`src/hw/rtl/assert_macros.svh`:
```
// Assertion helpers used by the scheduler top level. Empty under synthesis.
`ifndef ASSERT_MACROS_SVH
`define ASSERT_MACROS_SVH
`ifndef SYNTHESIS
`define ASSERT_SAME_CYCLE(label, clk, rst_n, ante, cons) \
    label: assert property (@(posedge clk) disable iff (!rst_n) (ante) |-> (cons)) \
        else $error("same-cycle check failed");
`define ASSERT_NEXT_CYCLE(label, clk, rst_n, ante, cons) \
    label: assert property (@(posedge clk) disable iff (!rst_n) (ante) |=> (cons)) \
        else $error("next-cycle check failed");
`else
`define ASSERT_SAME_CYCLE(label, clk, rst_n, ante, cons)
`define ASSERT_NEXT_CYCLE(label, clk, rst_n, ante, cons)
`endif
`endif

```
`src/hw/rtl/dps_pkg.sv`:
```
package dps_pkg;

    localparam int DPS_SLOTS = 16;

    localparam logic [7:0] BASE_PRIORITY_RST = 8'd50;
    localparam logic [3:0] PRIORITY_STEP_RST = 4'd3;

    // configuration register indexes
    localparam logic REG_BASE_PRIORITY = 1'b0;
    localparam logic REG_PRIORITY_STEP = 1'b1;

    // input commands
    localparam logic CMD_CREATE = 1'b0;
    localparam logic CMD_TICK   = 1'b1;

    // result status codes
    localparam logic [1:0] STAT_OK        = 2'd0;
    localparam logic [1:0] STAT_REJECT    = 2'd1;
    localparam logic [1:0] STAT_IDLE      = 2'd2;
    localparam logic [1:0] STAT_ZERO_NEED = 2'd3;

    localparam logic signed [11:0] PRIO_MIN = 12'sh800;

    // one process context, as held in the ready queue and the running register
    typedef struct packed {
        logic [3:0]         id;
        logic signed [11:0] prio;
        logic [7:0]         rem;
        logic [7:0]         cpu;
    } dps_entry_t;

    typedef struct packed {
        logic       latch_in;       // capture input item, clear per-item flags
        logic       setup_create;   // build new entry, mark slot busy, start insert
        logic       rd_head;        // queue read address = head
        logic       load_head;      // running <= head entry, pop queue
        logic       update_run;     // charge one tick to running process
        logic       finish_run;     // retire running process
        logic       preempt;        // requeue running process, start insert
        logic       ins_write_cand; // place insert candidate, count++
        logic       ins_shift;      // move entry one place toward tail
        logic       set_status;
        logic [1:0] status_code;
        logic       report;         // register result, raise done
    } dps_ctl_t;

    typedef struct packed {
        logic cmd_tick;
        logic need_zero;
        logic reject;
        logic running;
        logic queue_empty;
        logic run_done;
        logic pre_win;
        logic ins_left_zero;
        logic ins_stop;
    } dps_sts_t;

endpackage

```
`src/hw/rtl/dps_ram.sv`:
```
module dps_ram #(
    parameter int WIDTH = 32,
    parameter int DEPTH = 16
) (
    input  logic                     clk,
    input  logic                     we,
    input  logic [$clog2(DEPTH)-1:0] waddr,
    input  logic [WIDTH-1:0]         wdata,
    input  logic [$clog2(DEPTH)-1:0] raddr,
    output logic [WIDTH-1:0]         rdata
);
    logic [WIDTH-1:0] mem [DEPTH];

    always_ff @(posedge clk)
    begin
        if (we)
        begin
            mem[waddr] <= wdata;
        end
        rdata <= mem[raddr];
    end

endmodule

```
`src/hw/rtl/dps_ctrl.sv`:
```
module dps_ctrl (
    input  logic               clk,
    input  logic               rst_n,
    input  logic               start,
    output logic               busy,
    input  dps_pkg::dps_sts_t  sts,
    output dps_pkg::dps_ctl_t  ctl
);
    import dps_pkg::*;

    localparam logic [3:0] S_IDLE     = 4'd0;
    localparam logic [3:0] S_DECODE   = 4'd1;
    localparam logic [3:0] S_DISPATCH = 4'd2;
    localparam logic [3:0] S_UPDATE   = 4'd3;
    localparam logic [3:0] S_POST     = 4'd4;
    localparam logic [3:0] S_REFILL   = 4'd5;
    localparam logic [3:0] S_PRE_CHK  = 4'd6;
    localparam logic [3:0] S_INS_CHK  = 4'd7;
    localparam logic [3:0] S_INS_CMP  = 4'd8;
    localparam logic [3:0] S_REPORT   = 4'd9;

    logic [3:0] state_reg;
    logic [3:0] state_next;

    always_ff @(posedge clk or negedge rst_n)
    begin
        if (!rst_n)
        begin
            state_reg <= S_IDLE;
        end
        else
        begin
            state_reg <= state_next;
        end
    end

    assign busy = (state_reg != S_IDLE);

    always_comb
    begin
        ctl        = '0;
        state_next = state_reg;
        case (state_reg)
            S_IDLE:
            begin
                if (start)
                begin
                    ctl.latch_in = 1'b1;
                    state_next   = S_DECODE;
                end
            end
            S_DECODE:
            begin
                if (!sts.cmd_tick)
                begin
                    if (sts.need_zero)
                    begin
                        ctl.set_status  = 1'b1;
                        ctl.status_code = STAT_ZERO_NEED;
                        state_next      = S_REPORT;
                    end
                    else if (sts.reject)
                    begin
                        ctl.set_status  = 1'b1;
                        ctl.status_code = STAT_REJECT;
                        state_next      = S_REPORT;
                    end
                    else
                    begin
                        ctl.setup_create = 1'b1;
                        state_next       = S_INS_CHK;
                    end
                end
                else if (sts.running)
                begin
                    state_next = S_UPDATE;
                end
                else if (sts.queue_empty)
                begin
                    ctl.set_status  = 1'b1;
                    ctl.status_code = STAT_IDLE;
                    state_next      = S_REPORT;
                end
                else
                begin
                    ctl.rd_head = 1'b1;
                    state_next  = S_DISPATCH;
                end
            end
            S_DISPATCH:
            begin
                ctl.load_head = 1'b1;
                state_next    = S_UPDATE;
            end
            S_UPDATE:
            begin
                ctl.update_run = 1'b1;
                state_next     = S_POST;
            end
            S_POST:
            begin
                if (sts.run_done)
                begin
                    ctl.finish_run = 1'b1;
                    ctl.rd_head    = 1'b1;
                    state_next     = sts.queue_empty ? S_REPORT : S_REFILL;
                end
                else
                begin
                    ctl.rd_head = 1'b1;
                    state_next  = sts.queue_empty ? S_REPORT : S_PRE_CHK;
                end
            end
            S_REFILL:
            begin
                ctl.load_head = 1'b1;
                state_next    = S_REPORT;
            end
            S_PRE_CHK:
            begin
                // head strictly outranks the running process
                if (sts.pre_win)
                begin
                    ctl.preempt   = 1'b1;
                    ctl.load_head = 1'b1;
                    state_next    = S_INS_CHK;
                end
                else
                begin
                    state_next = S_REPORT;
                end
            end
            S_INS_CHK:
            begin
                if (sts.ins_left_zero)
                begin
                    ctl.ins_write_cand = 1'b1;
                    state_next         = S_REPORT;
                end
                else
                begin
                    state_next = S_INS_CMP;
                end
            end
            S_INS_CMP:
            begin
                if (sts.ins_stop)
                begin
                    ctl.ins_write_cand = 1'b1;
                    state_next         = S_REPORT;
                end
                else
                begin
                    ctl.ins_shift = 1'b1;
                    state_next    = S_INS_CHK;
                end
            end
            S_REPORT:
            begin
                ctl.report = 1'b1;
                state_next = S_IDLE;
            end
            default:
            begin
                state_next = S_IDLE;
            end
        endcase
    end

endmodule

```
`src/hw/rtl/dps_datapath.sv`:
```
module dps_datapath #(
    parameter int SLOTS = dps_pkg::DPS_SLOTS
) (
    input  logic                clk,
    input  logic                rst_n,
    input  logic                cmd,
    input  logic [3:0]          proc_id,
    input  logic [7:0]          need_time,
    input  logic                cfg_valid,
    input  logic                cfg_index,
    input  logic [7:0]          cfg_data,
    input  dps_pkg::dps_ctl_t   ctl,
    output dps_pkg::dps_sts_t   sts,
    output logic                done,
    output logic [1:0]          status,
    output logic                running_valid,
    output logic [3:0]          running_id,
    output logic signed [11:0]  running_priority,
    output logic [7:0]          running_remaining,
    output logic [7:0]          running_cpu_time,
    output logic                finished_valid,
    output logic [3:0]          finished_id,
    output logic                preempted
);
    import dps_pkg::*;

    localparam int SLOT_W = $clog2(SLOTS);
    localparam int CNT_W  = $clog2(SLOTS + 1);
    localparam int SUM_W  = SLOT_W + 2;
    localparam int ENT_W  = $bits(dps_entry_t);

    logic [7:0]        base_prio_reg;
    logic [3:0]        step_reg;

    logic              cmd_reg;
    logic [3:0]        id_reg;
    logic [7:0]        need_reg;

    logic [SLOTS-1:0]  busy_reg;
    logic [SLOT_W-1:0] head_reg;
    logic [CNT_W-1:0]  count_reg;
    logic [SLOT_W-1:0] ptr_reg;
    logic [CNT_W-1:0]  left_reg;

    logic              run_flag_reg;
    dps_entry_t        run_reg;
    dps_entry_t        cand_reg;

    logic [1:0]        stat_reg;
    logic              fin_valid_reg;
    logic [3:0]        fin_id_reg;
    logic              pre_reg;

    logic              done_reg;
    logic [1:0]        status_reg;
    logic              run_valid_out_reg;
    dps_entry_t        run_out_reg;
    logic              fin_valid_out_reg;
    logic [3:0]        fin_id_out_reg;
    logic              pre_out_reg;

    logic [ENT_W-1:0]  ram_rdata;
    logic [ENT_W-1:0]  ram_wdata;
    logic [SLOT_W-1:0] ram_raddr;
    logic              ram_we;
    dps_entry_t        head_ent;
    dps_entry_t        create_ent;

    logic [SLOT_W-1:0] id_slot;
    logic              id_out_range;
    logic              queue_full;
    logic [SUM_W-1:0]  tail_sum;
    logic [SLOT_W-1:0] tail;
    logic [SLOT_W-1:0] head_inc;
    logic [SLOT_W-1:0] ptr_prev;
    logic [12:0]       prio_dec;
    logic [11:0]       prio_next;
    logic [7:0]        cpu_next;
    logic [7:0]        rem_next;

    assign head_ent = ram_rdata;

    assign id_slot      = SLOT_W'(id_reg);
    assign id_out_range = ({5'd0, id_reg} >= 9'(SLOTS));
    assign queue_full   = (count_reg == CNT_W'(SLOTS));

    // ring buffer: logical entry i sits at (head + i) mod SLOTS
    assign tail_sum = SUM_W'(head_reg) + SUM_W'(count_reg);
    assign tail     = (tail_sum >= SUM_W'(SLOTS)) ? SLOT_W'(tail_sum - SUM_W'(SLOTS))
                                                  : SLOT_W'(tail_sum);
    assign head_inc = (head_reg == SLOT_W'(SLOTS - 1)) ? '0 : head_reg + 1'b1;
    assign ptr_prev = (ptr_reg == '0) ? SLOT_W'(SLOTS - 1) : ptr_reg - 1'b1;

    // priority drop with floor at the most negative code
    assign prio_dec  = {run_reg.prio[11], run_reg.prio} - {9'd0, step_reg};
    assign prio_next = (prio_dec[12] && !prio_dec[11]) ? PRIO_MIN : prio_dec[11:0];
    assign cpu_next  = (run_reg.cpu == 8'hFF) ? 8'hFF : run_reg.cpu + 8'd1;
    assign rem_next  = (run_reg.rem == 8'd0) ? 8'd0 : run_reg.rem - 8'd1;

    always_comb
    begin
        create_ent.id   = id_reg;
        create_ent.prio = 12'({4'd0, base_prio_reg}) - 12'({4'd0, need_reg});
        create_ent.rem  = need_reg;
        create_ent.cpu  = 8'd0;
    end

    assign ram_raddr = ctl.rd_head ? head_reg : ptr_prev;
    assign ram_we    = ctl.ins_write_cand | ctl.ins_shift;
    assign ram_wdata = ctl.ins_write_cand ? cand_reg : head_ent;

    dps_ram #(
        .WIDTH (ENT_W),
        .DEPTH (SLOTS)
    ) u_queue (
        .clk   (clk),
        .we    (ram_we),
        .waddr (ptr_reg),
        .wdata (ram_wdata),
        .raddr (ram_raddr),
        .rdata (ram_rdata)
    );

    always_comb
    begin
        sts.cmd_tick      = (cmd_reg == CMD_TICK);
        sts.need_zero     = (need_reg == 8'd0);
        sts.reject        = id_out_range || busy_reg[id_slot] || queue_full;
        sts.running       = run_flag_reg;
        sts.queue_empty   = (count_reg == '0);
        sts.run_done      = (run_reg.rem == 8'd0);
        sts.pre_win       = ($signed(run_reg.prio) < $signed(head_ent.prio));
        sts.ins_left_zero = (left_reg == '0);
        sts.ins_stop      = ($signed(head_ent.prio) >= $signed(cand_reg.prio));
    end

    always_ff @(posedge clk or negedge rst_n)
    begin
        if (!rst_n)
        begin
            base_prio_reg <= BASE_PRIORITY_RST;
            step_reg      <= PRIORITY_STEP_RST;
        end
        else if (cfg_valid)
        begin
            case (cfg_index)
                REG_BASE_PRIORITY: base_prio_reg <= cfg_data;
                REG_PRIORITY_STEP: step_reg      <= cfg_data[3:0];
                default:           ;
            endcase
        end
    end

    // input item capture
    always_ff @(posedge clk)
    begin
        if (ctl.latch_in)
        begin
            cmd_reg  <= cmd;
            id_reg   <= proc_id;
            need_reg <= need_time;
        end
    end

    always_ff @(posedge clk or negedge rst_n)
    begin
        if (!rst_n)
        begin
            busy_reg      <= '0;
            head_reg      <= '0;
            count_reg     <= '0;
            ptr_reg       <= '0;
            left_reg      <= '0;
            run_flag_reg  <= 1'b0;
            stat_reg      <= STAT_OK;
            fin_valid_reg <= 1'b0;
            fin_id_reg    <= 4'd0;
            pre_reg       <= 1'b0;
        end
        else
        begin
            if (ctl.latch_in)
            begin
                stat_reg      <= STAT_OK;
                fin_valid_reg <= 1'b0;
                fin_id_reg    <= 4'd0;
                pre_reg       <= 1'b0;
            end
            if (ctl.set_status)
            begin
                stat_reg <= ctl.status_code;
            end

            if (ctl.setup_create)
            begin
                busy_reg[id_slot] <= 1'b1;
            end
            else if (ctl.finish_run)
            begin
                busy_reg[SLOT_W'(run_reg.id)] <= 1'b0;
            end

            if (ctl.load_head)
            begin
                head_reg  <= head_inc;
                count_reg <= count_reg - 1'b1;
            end
            else if (ctl.ins_write_cand)
            begin
                count_reg <= count_reg + 1'b1;
            end

            // insert walks back from the tail; pop in the same cycle keeps the tail
            if (ctl.setup_create || ctl.preempt)
            begin
                ptr_reg  <= tail;
                left_reg <= count_reg - CNT_W'(ctl.load_head);
            end
            else if (ctl.ins_shift)
            begin
                ptr_reg  <= ptr_prev;
                left_reg <= left_reg - 1'b1;
            end

            if (ctl.load_head)
            begin
                run_flag_reg <= 1'b1;
            end
            else if (ctl.finish_run)
            begin
                run_flag_reg  <= 1'b0;
                fin_valid_reg <= 1'b1;
                fin_id_reg    <= run_reg.id;
            end

            if (ctl.preempt)
            begin
                pre_reg <= 1'b1;
            end
        end
    end

    always_ff @(posedge clk)
    begin
        if (ctl.load_head)
        begin
            run_reg <= head_ent;
        end
        else if (ctl.update_run)
        begin
            run_reg.prio <= prio_next;
            run_reg.rem  <= rem_next;
            run_reg.cpu  <= cpu_next;
        end

        if (ctl.setup_create)
        begin
            cand_reg <= create_ent;
        end
        else if (ctl.preempt)
        begin
            cand_reg <= run_reg;
        end
    end

    always_ff @(posedge clk or negedge rst_n)
    begin
        if (!rst_n)
        begin
            done_reg          <= 1'b0;
            status_reg        <= STAT_OK;
            run_valid_out_reg <= 1'b0;
            run_out_reg       <= '0;
            fin_valid_out_reg <= 1'b0;
            fin_id_out_reg    <= 4'd0;
            pre_out_reg       <= 1'b0;
        end
        else
        begin
            done_reg <= ctl.report;
            if (ctl.report)
            begin
                status_reg        <= stat_reg;
                run_valid_out_reg <= run_flag_reg;
                run_out_reg       <= run_flag_reg ? run_reg : '0;
                fin_valid_out_reg <= fin_valid_reg;
                fin_id_out_reg    <= fin_id_reg;
                pre_out_reg       <= pre_reg;
            end
        end
    end

    assign done              = done_reg;
    assign status            = status_reg;
    assign running_valid     = run_valid_out_reg;
    assign running_id        = run_out_reg.id;
    assign running_priority  = run_out_reg.prio;
    assign running_remaining = run_out_reg.rem;
    assign running_cpu_time  = run_out_reg.cpu;
    assign finished_valid    = fin_valid_out_reg;
    assign finished_id       = fin_id_out_reg;
    assign preempted         = pre_out_reg;

endmodule

```
`src/hw/rtl/dynamic_priority_scheduler_unit.sv`:
```
// Preemptive dynamic-priority scheduler.
// Command channel: drive cmd/proc_id/need_time with start; the item transfers on
// a clock edge where start is high and busy is low. cmd selects create or tick.
// Result channel: done pulses high for one cycle with status, the running
// process snapshot, finished_valid/finished_id and preempted. The receiver
// cannot stall; fields hold until the next result.
// Config channel: cfg_valid/cfg_ready with cfg_index and cfg_data; cfg_ready is
// always high. Index 0 is base priority, index 1 the per-tick priority step.
// A refused create or idle tick goes from decode straight to report; the
// longest tick without requeue passes dispatch, update, finish and refill.
// A sorted insert (create or preemption) adds a check and compare per queue
// entry moved; the longest item is a dispatch followed by a preemption that
// moves SLOTS-2 entries. One item at a time; the insert walk moves one entry
// per check and compare through the single read port of the ready-queue RAM.
// Reset empties the queue, frees all ids, stops the running process and
// restores base priority 50 and step 3. No clearing pass is needed.
`include "assert_macros.svh"

module dynamic_priority_scheduler_unit #(
    parameter int SLOTS = dps_pkg::DPS_SLOTS
) (
    input  logic               clk,
    input  logic               rst_n,
    input  logic               start,
    output logic               busy,
    input  logic               cmd,
    input  logic [3:0]         proc_id,
    input  logic [7:0]         need_time,
    input  logic               cfg_valid,
    output logic               cfg_ready,
    input  logic               cfg_index,
    input  logic [7:0]         cfg_data,
    output logic               done,
    output logic [1:0]         status,
    output logic               running_valid,
    output logic [3:0]         running_id,
    output logic signed [11:0] running_priority,
    output logic [7:0]         running_remaining,
    output logic [7:0]         running_cpu_time,
    output logic               finished_valid,
    output logic [3:0]         finished_id,
    output logic               preempted
);
    import dps_pkg::*;

    dps_ctl_t ctl;
    dps_sts_t sts;

    assign cfg_ready = 1'b1;

    dps_ctrl u_ctrl (
        .clk   (clk),
        .rst_n (rst_n),
        .start (start),
        .busy  (busy),
        .sts   (sts),
        .ctl   (ctl)
    );

    dps_datapath #(
        .SLOTS (SLOTS)
    ) u_datapath (
        .clk               (clk),
        .rst_n             (rst_n),
        .cmd               (cmd),
        .proc_id           (proc_id),
        .need_time         (need_time),
        .cfg_valid         (cfg_valid),
        .cfg_index         (cfg_index),
        .cfg_data          (cfg_data),
        .ctl               (ctl),
        .sts               (sts),
        .done              (done),
        .status            (status),
        .running_valid     (running_valid),
        .running_id        (running_id),
        .running_priority  (running_priority),
        .running_remaining (running_remaining),
        .running_cpu_time  (running_cpu_time),
        .finished_valid    (finished_valid),
        .finished_id       (finished_id),
        .preempted         (preempted)
    );

    `ASSERT_SAME_CYCLE(a_done_when_free, clk, rst_n, done, !busy)
    `ASSERT_NEXT_CYCLE(a_start_takes_busy, clk, rst_n, start && !busy, busy)
    `ASSERT_NEXT_CYCLE(a_done_single, clk, rst_n, done, !done)
    `ASSERT_SAME_CYCLE(a_fin_excl_preempt, clk, rst_n, done && finished_valid,
                       !preempted)
    `ASSERT_SAME_CYCLE(a_idle_tick_empty, clk, rst_n, done && status == STAT_IDLE,
                       !running_valid && !finished_valid)

endmodule
```
`config.mk`:
```
export PLATFORM = sky130hd
export DESIGN_NAME = dynamic_priority_scheduler_unit
export DESIGN_NICKNAME = d
export VERILOG_FILES = /design/src/hw/rtl/dps_pkg.sv /design/src/hw/rtl/dps_ram.sv /design/src/hw/rtl/dps_ctrl.sv /design/src/hw/rtl/dps_datapath.sv /design/src/hw/rtl/dynamic_priority_scheduler_unit.sv
export VERILOG_INCLUDE_DIRS = /design/src /design/src/hw/rtl
export SDC_FILE = /design/constraint.sdc
export NUM_CORES = 1
export LEC_CHECK = 0
export BUFFER_PORTS_ARGS = -buffer_cell sky130_fd_sc_hd__buf_2
export CAP_MARGIN = 20
export CELL_PAD_IN_SITES_DETAIL_PLACEMENT = 0
export CELL_PAD_IN_SITES_GLOBAL_PLACEMENT = 1
export CORE_MARGIN = 3
export CORE_UTILIZATION = 48
export DETAILED_ROUTE_END_ITERATION = 10
export PLACE_DENSITY_LB_ADDON = 0.1
export SYNTH_ARGS = -nofsm -noshare
export SYNTH_HDL_FRONTEND = slang
export SYNTH_HIERARCHICAL = 1
export SYNTH_SLANG_ARGS = --single-unit
```
`constraint.sdc`:
```
create_clock -name clk -period 5.75 [get_ports clk]
set_input_delay 1.15 -clock clk [delete_from_list [all_inputs] [get_ports clk]]
set_output_delay 1.15 -clock clk [all_outputs]
set_load 0.02 [all_outputs]
```
==> results of run 1 <==
==> metrics by stage <==
stage / cell area (µm²) / power (mW)
6_report: 33800 / 20.1
5_1_grt: 33800 / 21.2
4_1_cts: 33800 / 20.2
3_5_place_dp: 31300 / 15.3
3_3_place_gp: 31300 / 15.2
2_1_floorplan: 29700 / 12.8
==> final cells by class <==
class	count	share of cell area
Clock buffer	114	0.0669
Clock inverter	29	0.00744
Inverter	92	0.0102
Multi-Input combinational cell	913	0.248
Sequential cell	722	0.614
Tap cell	782	0.0289
Timing Repair Buffer	125	0.0238
==> cell usage after synthesis, types with 4 or more instances <==
cell / n
and3_1: 8
mux4_2: 133
a22o_1: 4
o31ai_1: 20
o21a_1: 5
clkbuf_1: 56
a21oi_1: 38
a2bb2oi_1: 5
xor2_1: 17
mux2i_1: 14
mux2_2: 42
dfrtp_1: 96
edfxtp_1: 581
inv_1: 92
dfxtp_1: 40
o211ai_1: 4
a22oi_1: 66
o21ai_0: 113
nor3_1: 14
a211oi_1: 4
buf_4: 12
nand2_1: 127
dfstp_2: 5
fa_1: 4
nand3b_1: 9
nand2b_1: 14
a21o_1: 21
nand3_1: 52
buf_2: 11
nor2_1: 48
nor4b_1: 7
ha_1: 50
nor2b_1: 21
a31oi_1: 4
buf_1: 15
xnor2_1: 16
==> kinds of logic (layout without fill, tap and decap cells) <==
kind of cell | count (synthesis) | in the layout | synth area share
buf+inv | 186 | 360 | 0.0255
flops | 722 | 722 | 0.699
compound gates | 304 | 304 | 0.0650
simple gates | 332 | 332 | 0.0559
fa+ha+maj | 54 | 54 | 0.0237
other cells | 1 | 1 | 0.000126
xor+xnor | 33 | 33 | 0.00972
mux | 189 | 189 | 0.121
==> routing by layer <==
layer / vias up / global-route usage
li1: 7289 / -
met1: 8676 / 0.343
met2: 547 / 0.364
met3: 105 / 0.0442
met4: 0 / 0.0622
met5: - / 0
==> worst max-delay path: stages (launching register included) <==
cell and delay, ps:
edfxtp_1 550, ha_1 380, a2111oi_0 560, nand2_1 90
a21oi_1 140, a221o_1 200, nand2b_1 170, nand3b_1 130
a21oi_4 160, inv_1 440, fa_1 630, inv_1 80
a21o_1 100, a21oi_1 70, mux2i_1 130, xnor2_1 160
==> cell usage in the layout (no fill, tap or decap), types with 20 or more instances in the layout <==
master,instances
clkbuf_16,81
edfxtp_1,581
inv_1,92
mux2_2,41
buf_4,54
nand3_1,52
dfrtp_1,96
a21o_1,21
mux4_2,133
o31ai_1,20
clkbuf_1,22
dfxtp_1,40
nor2_1,35
nand2_1,126
ha_1,50
buf_2,68
o21ai_0,112
a21oi_1,37
a22oi_1,66
==> power groups by stage <==
stage / Sequential [mW] / Clock [mW] / Combinational [mW]
floorplan: 7.79 / 0 / 5.03
global placement: 8.00 / 0 / 7.22
detailed placement: 8.02 / 0 / 7.31
CTS: 7.92 / 4.98 / 7.35
global route: 8.02 / 5.20 / 8.00
finish: 7.92 / 4.88 / 7.26
==> worst max-delay path by stage <==
stage | end | startpoint
final | u_datapath/count_reg[4]$_DFFE_PN0P_ | u_datapath/run_reg[26]$_DFFE_PP_
after CTS | u_datapath/u_queue/rdata[21]$_DFF_P_ | u_ctrl/state_reg[1]$_DFFE_PN0P_
after global routing | u_datapath/count_reg[4]$_DFFE_PN0P_ | u_datapath/run_reg[26]$_DFFE_PP_
after floorplan | u_datapath/u_queue/mem[12][0]$_DFFE_PP_ | u_datapath/cand_reg[18]$_DFFE_PN_
after detailed placement | u_datapath/u_queue/rdata[21]$_DFF_P_ | u_ctrl/state_reg[1]$_DFFE_PN0P_
after global placement | u_datapath/u_queue/rdata[21]$_DFF_P_ | u_ctrl/state_reg[1]$_DFFE_PN0P_
==> results.yml, run 1 <==
sta:
  fmax_mhz: 243
  post-route-period-util: 0.715
  finalWorstSetupSlack_ps: 1640
  slew_viol_final: 0
  worstMarginPinSlew_ps: 1070
  setup_violations: 0
  slew_headroom: 0.286
  hold_viol_final: 0
  finClkSkew_ps: 16.5
  whs_ps: 434
  setup_tns_ps: 0
  period_minus_slack_ps: 4110
  rsz0062_at_grt: "no"
cells_and_area:
  syn2layout_area_growth_pct: 13.7
  drive_above_1_share: 0.229
  largest_reg_flops: 512
  utilization: 0.556
  antenna_cells: 0
  multiInputGateArea_um2: 8400
  fillers: 4786
  fin_cells: 2777
  seq_area_um2: 20800
  nets: 2011
  regMostFlops: "u_datapath/u_queue/mem"
routing:
  route.detailed.drc: 0
  drt_iter0_markers: 1458
  drtAntennaViolNets: 0
  drt-met1-wl_um: 33300
  met2WireLength_um: 34400
  via_count: 16600
  wl_per_cell_um: 26.8
  top_layer_used: "met4"
  vias_per_cell: 5.98
  wirelength_um: 74400
  detail_route.first_pass.iterations: 5
  met3_wirelength_um: 4870
floorplanning:
  row_count: 90
  dieArea_um2: 65000
  die_w_um: 255
  core_um2: 60800
  start_util: 0.489
  die_y_um: 255
  io-pin-count: 70
synth:
  synth-edff-count: 581
  syn_area_um2: 29700
  ys_ff_latch: 722
  synth.distinct_cells: 68
  synth_cells: 1821
  synth_top_area_cell: "edfxtp_1"
  synth_area_leaders: "edfxtp_1, mux4_2, dfrtp_1, dfxtp_1, ha_1"
  seq_area_frac_synth: 0.699
  synth_top_area_frac: 0.587
  yosys_warnings: 6
  synthFlopType: "edfxtp_1"
  syn_area_per_cell_um2: 16.3
  syn_nets: 1901
  ys_async_sr_fraction: 0.140
placement:
  place_hpwl_um: 43400
  port-buffer-count: 68
  routabilityCongestion: 0.803
  dp_cells: 2633
  post-place-ws_ps: 1210
power:
  p_sw_frac: 0.351
  netSwitchingPower_mw: 7.05
  cellPowerDensity_nw_per_um2: 593
  p_int_mw: 13.0
  pwr-share-clk: 0.243
  ir_drop_mv: 0.653
  seq_power_share: 0.395
  pwr-share-comb: 0.362
  p_leak_nw: 12.1
worst_setup_path:
  r2r_cells: 15
  timing.rr.end: "u_datapath/count_reg[4]$_DFFE_PN0P_"
  crit_type: "reg -> reg"
  crit_fanout: 20
  reg2reg_slack_ps: 1640
  cp.arrival_ps: 4600
  critPathLaunchType: "flip-flop"
  end_kind: "flip-flop"
  critPathRequiredTime_ps: 6240
  timing.rr.start: "u_datapath/run_reg[26]$_DFFE_PP_"
clock_tree:
  cts_tree: "built"
  cts_resized: 0
  cts_root_buf: "clkbuf_16"
  post-cts-setup-buffers: 0
  cts.hold.buffers_added: 0
  clock_latency_ps: 620
  clk_path_buf_depth: 3
  cts_htree_levels: 3
  cts_buffers: 77
  clk_transition_reported_paths_ps: 60
  cts.sinks: 722
grt:
  grt_antenna_before_repair: 9
  overflow: 0
  grt_pass1_vias: 16500
  grt_max_degree: 129
  global_route.usage.total: 0.234
  grt_pass1_wl_um: 110000
job:
  cap_violations: 0
hold_path:
  hold_start: "u_datapath/u_queue/rdata[29]$_DFF_P_"
  hp-class: "reg -> reg"
  whs_endpoint: "u_datapath/run_reg[29]$_DFFE_PP_"
  hold_depth: 0
run_status:
  status: "finished, final reports clean"
Power figures use the tool's default switching activity.
==> inputs of run 2 (changes only) <==
--- a/config.mk
+++ b/config.mk
@@ -11,7 +11,7 @@
 export CELL_PAD_IN_SITES_DETAIL_PLACEMENT = 0
 export CELL_PAD_IN_SITES_GLOBAL_PLACEMENT = 1
 export CORE_MARGIN = 3
-export CORE_UTILIZATION = 48
+export CORE_UTILIZATION = 54
 export DETAILED_ROUTE_END_ITERATION = 10
 export PLACE_DENSITY_LB_ADDON = 0.1
 export SYNTH_ARGS = -nofsm -noshare
==> constraint.sdc (replaced) <==
create_clock -name clk -period 4.2 [get_ports clk]
set_input_delay 0.84 -clock clk [delete_from_list [all_inputs] [get_ports clk]]
set_output_delay 0.84 -clock clk [all_outputs]
set_load 0.02 [all_outputs]
==> run 2 against run 1 <==
Effect of this change: cell area increased by 0.64%; sequential power is 36% higher; hold slack lost 240 ps; utilization up 7.3 points; maximum frequency up 3.2%; final cell count is 2.5% lower; via count increased by 0.20%; non-clock buffer count is 22 higher; largest cell class unchanged; largest power group unchanged.
==> results.yml, run 2 (synthesized netlist as in run 1, its figures left out) <==
worst_setup_path:
  timing.rr.end: "u_datapath/u_queue/mem[0][2]$_DFFE_PP_"
  critPathRequiredTime_ps: 4490
  timing.rr.start: "u_datapath/u_queue/rdata[19]$_DFF_P_"
  crit_type: "reg -> reg"
  reg2reg_slack_ps: 210
  r2r_cells: 11
  end_kind: "flip-flop"
  cp.arrival_ps: 4280
  crit_fanout: 27
  critPathLaunchType: "flip-flop"
sta:
  slew_headroom: 0.285
  finalWorstSetupSlack_ps: 214
  hold_viol_final: 0
  period_minus_slack_ps: 3990
  setup_violations: 0
  rsz0062_at_grt: "no"
  fmax_mhz: 251
  worstMarginPinSlew_ps: 1070
  finClkSkew_ps: 20.1
  post-route-period-util: 0.949
  slew_viol_final: 0
power:
  ir_drop_mv: 0.580
  cellPowerDensity_nw_per_um2: 813
  p_total_mw: 27.7
  p_leak_nw: 12.2
cells_and_area:
  regMostFlops: "u_datapath/u_queue/mem"
  final_cell_mix: "edfxtp_1, mux4_2, nand2_1"
  syn2layout_area_growth_pct: 14.4
  finish.instance_area_um2: 34000
  drive_above_1_share: 0.235
  nets: 2030
  largest_reg_flops: 512
  layout_commonest_cell: "edfxtp_1"
  fillers: 3963
clock_tree:
  clock_latency_ps: 610
  cts_tree: "built"
  clk_path_buf_depth: 3
  cts_buffers: 74
  cts.hold.buffers_added: 0
  cts_htree_levels: 3
  clk_transition_reported_paths_ps: 60
  cts.sinks: 722
  cts_root_buf: "clkbuf_16"
  post-cts-setup-buffers: 0
floorplanning:
  die_y_um: 241
  io-pin-count: 70
  start_util: 0.549
  die_w_um: 241
  dieArea_um2: 57900
  core_um2: 54100
  row_count: 85
placement:
  routabilityCongestion: 0.838
  post-place-ws_ps: 294
  port-buffer-count: 68
  placed_area_um2: 31600
  place_hpwl_um: 45400
grt:
  global_route.usage.total: 0.250
  grt_antenna_before_repair: 1
  grt_pass1_vias: 16600
  grt_pass1_wl_um: 107000
  grt_max_degree: 75
  overflow: 0
routing:
  wl_per_cell_um: 26.1
  met3_wirelength_um: 4880
  met2WireLength_um: 32600
  drt-met1-wl_um: 31200
  wirelength_um: 70600
  route.detailed.drc: 0
  vias_per_cell: 6.15
  top_layer_used: "met4"
  detail_route.first_pass.iterations: 5
  via_count: 16700
  drtAntennaViolNets: 0
  drt_iter0_markers: 1539
hold_path:
  hp-class: "in -> async"
run_status:
  status: "finished, final reports clean"
job:
  cap_violations: 0
[run 2: cell types whose count changed in the layout (fill, tap and decap cells not counted), moves of 2 or more]
cell       delta
buf_12       +16
buf_4         +7
bufinv_16     +2
clkbuf_1      -5
clkbuf_16     -3
clkbuf_8      -5
clkinv_1      +5
nor3_2        -3
nor3_4        +3
[run 2: how the worst max path moves through the flow]
stage                                               from                                 endpoint  slack [ps]  depth (start not counted)
finish              u_datapath/u_queue/rdata[19]$_DFF_P_   u_datapath/u_queue/mem[0][2]$_DFFE_PP_         210                         11
global route            u_datapath/run_reg[27]$_DFFE_PP_      u_datapath/count_reg[4]$_DFFE_PN0P_          20                         16
CTS                     u_datapath/run_reg[26]$_DFFE_PP_      u_datapath/count_reg[4]$_DFFE_PN0P_         270                         15
detailed placement  u_datapath/u_queue/rdata[19]$_DFF_P_   u_datapath/u_queue/mem[0][5]$_DFFE_PP_         290                         11
global placement          u_datapath/id_reg[0]$_DFFE_PP_       u_datapath/busy_reg[4]$_DFFE_PN0P_         310                          9
floorplan              u_datapath/cand_reg[18]$_DFFE_PN_  u_datapath/u_queue/mem[13][0]$_DFFE_PP_        -110                         11
[run 2: repair_timing]
action                                  4_1_cts  5_1_grt
endpoints found under the setup margin        0        1
hold endpoints to repair                      0        0
resized for setup                             0        1
[run 2: per-stage QoR]
step	TNS, ps	util	cells	hold WS, ps
final	0	0.629	2708	198
after floorplan	-31120	-	1821	404
after global placement	0	0.583	2570	464
after detailed placement	0	0.583	2570	467
after global routing	0	0.629	2707	210
after CTS	0	0.629	2707	183
[run 2: cell type report]
type | count | area (µm²) | share of cell area
antenna | 1 | 2.50 | 0.0000735
sequential | 722 | 20800 | 0.611
clock buffer | 101 | 2100 | 0.0616
multi-input combinational | 913 | 8420 | 0.247
timing repair buffer | 147 | 1170 | 0.0345
clock inverter | 36 | 347 | 0.0102
tap | 696 | 871 | 0.0256
inverter | 92 | 345 | 0.0101
[run 2: metal layers]
layer  track usage  up-vias
li1              -     7328
met1         0.373     8613
met2         0.383      600
met3        0.0466      110
met4        0.0710        0
met5             0        -
[run 2: power by group]
part / leakage (nW) / switching, mW / total [mW] / internal, mW
Sequential: 6.87 / 0.994 / 10.8 / 9.79
Combinational: 4.13 / 6.08 / 10.3 / 4.25
Clock: 1.19 / 2.72 / 6.55 / 3.84
Total: 12.2 / 9.79 / 27.7 / 17.9
[run 2: critical path, stage by stage, from the launching register on]
cell	delay, ps
dfxtp_1	460
ha_1	310
nand3_1	130
nor2_1	50
a211o_1	280
a21oi_1	190
mux2_2	430
nor4b_2	280
or2_2	250
or3b_2	590
nor3_4	410
buf_12	250
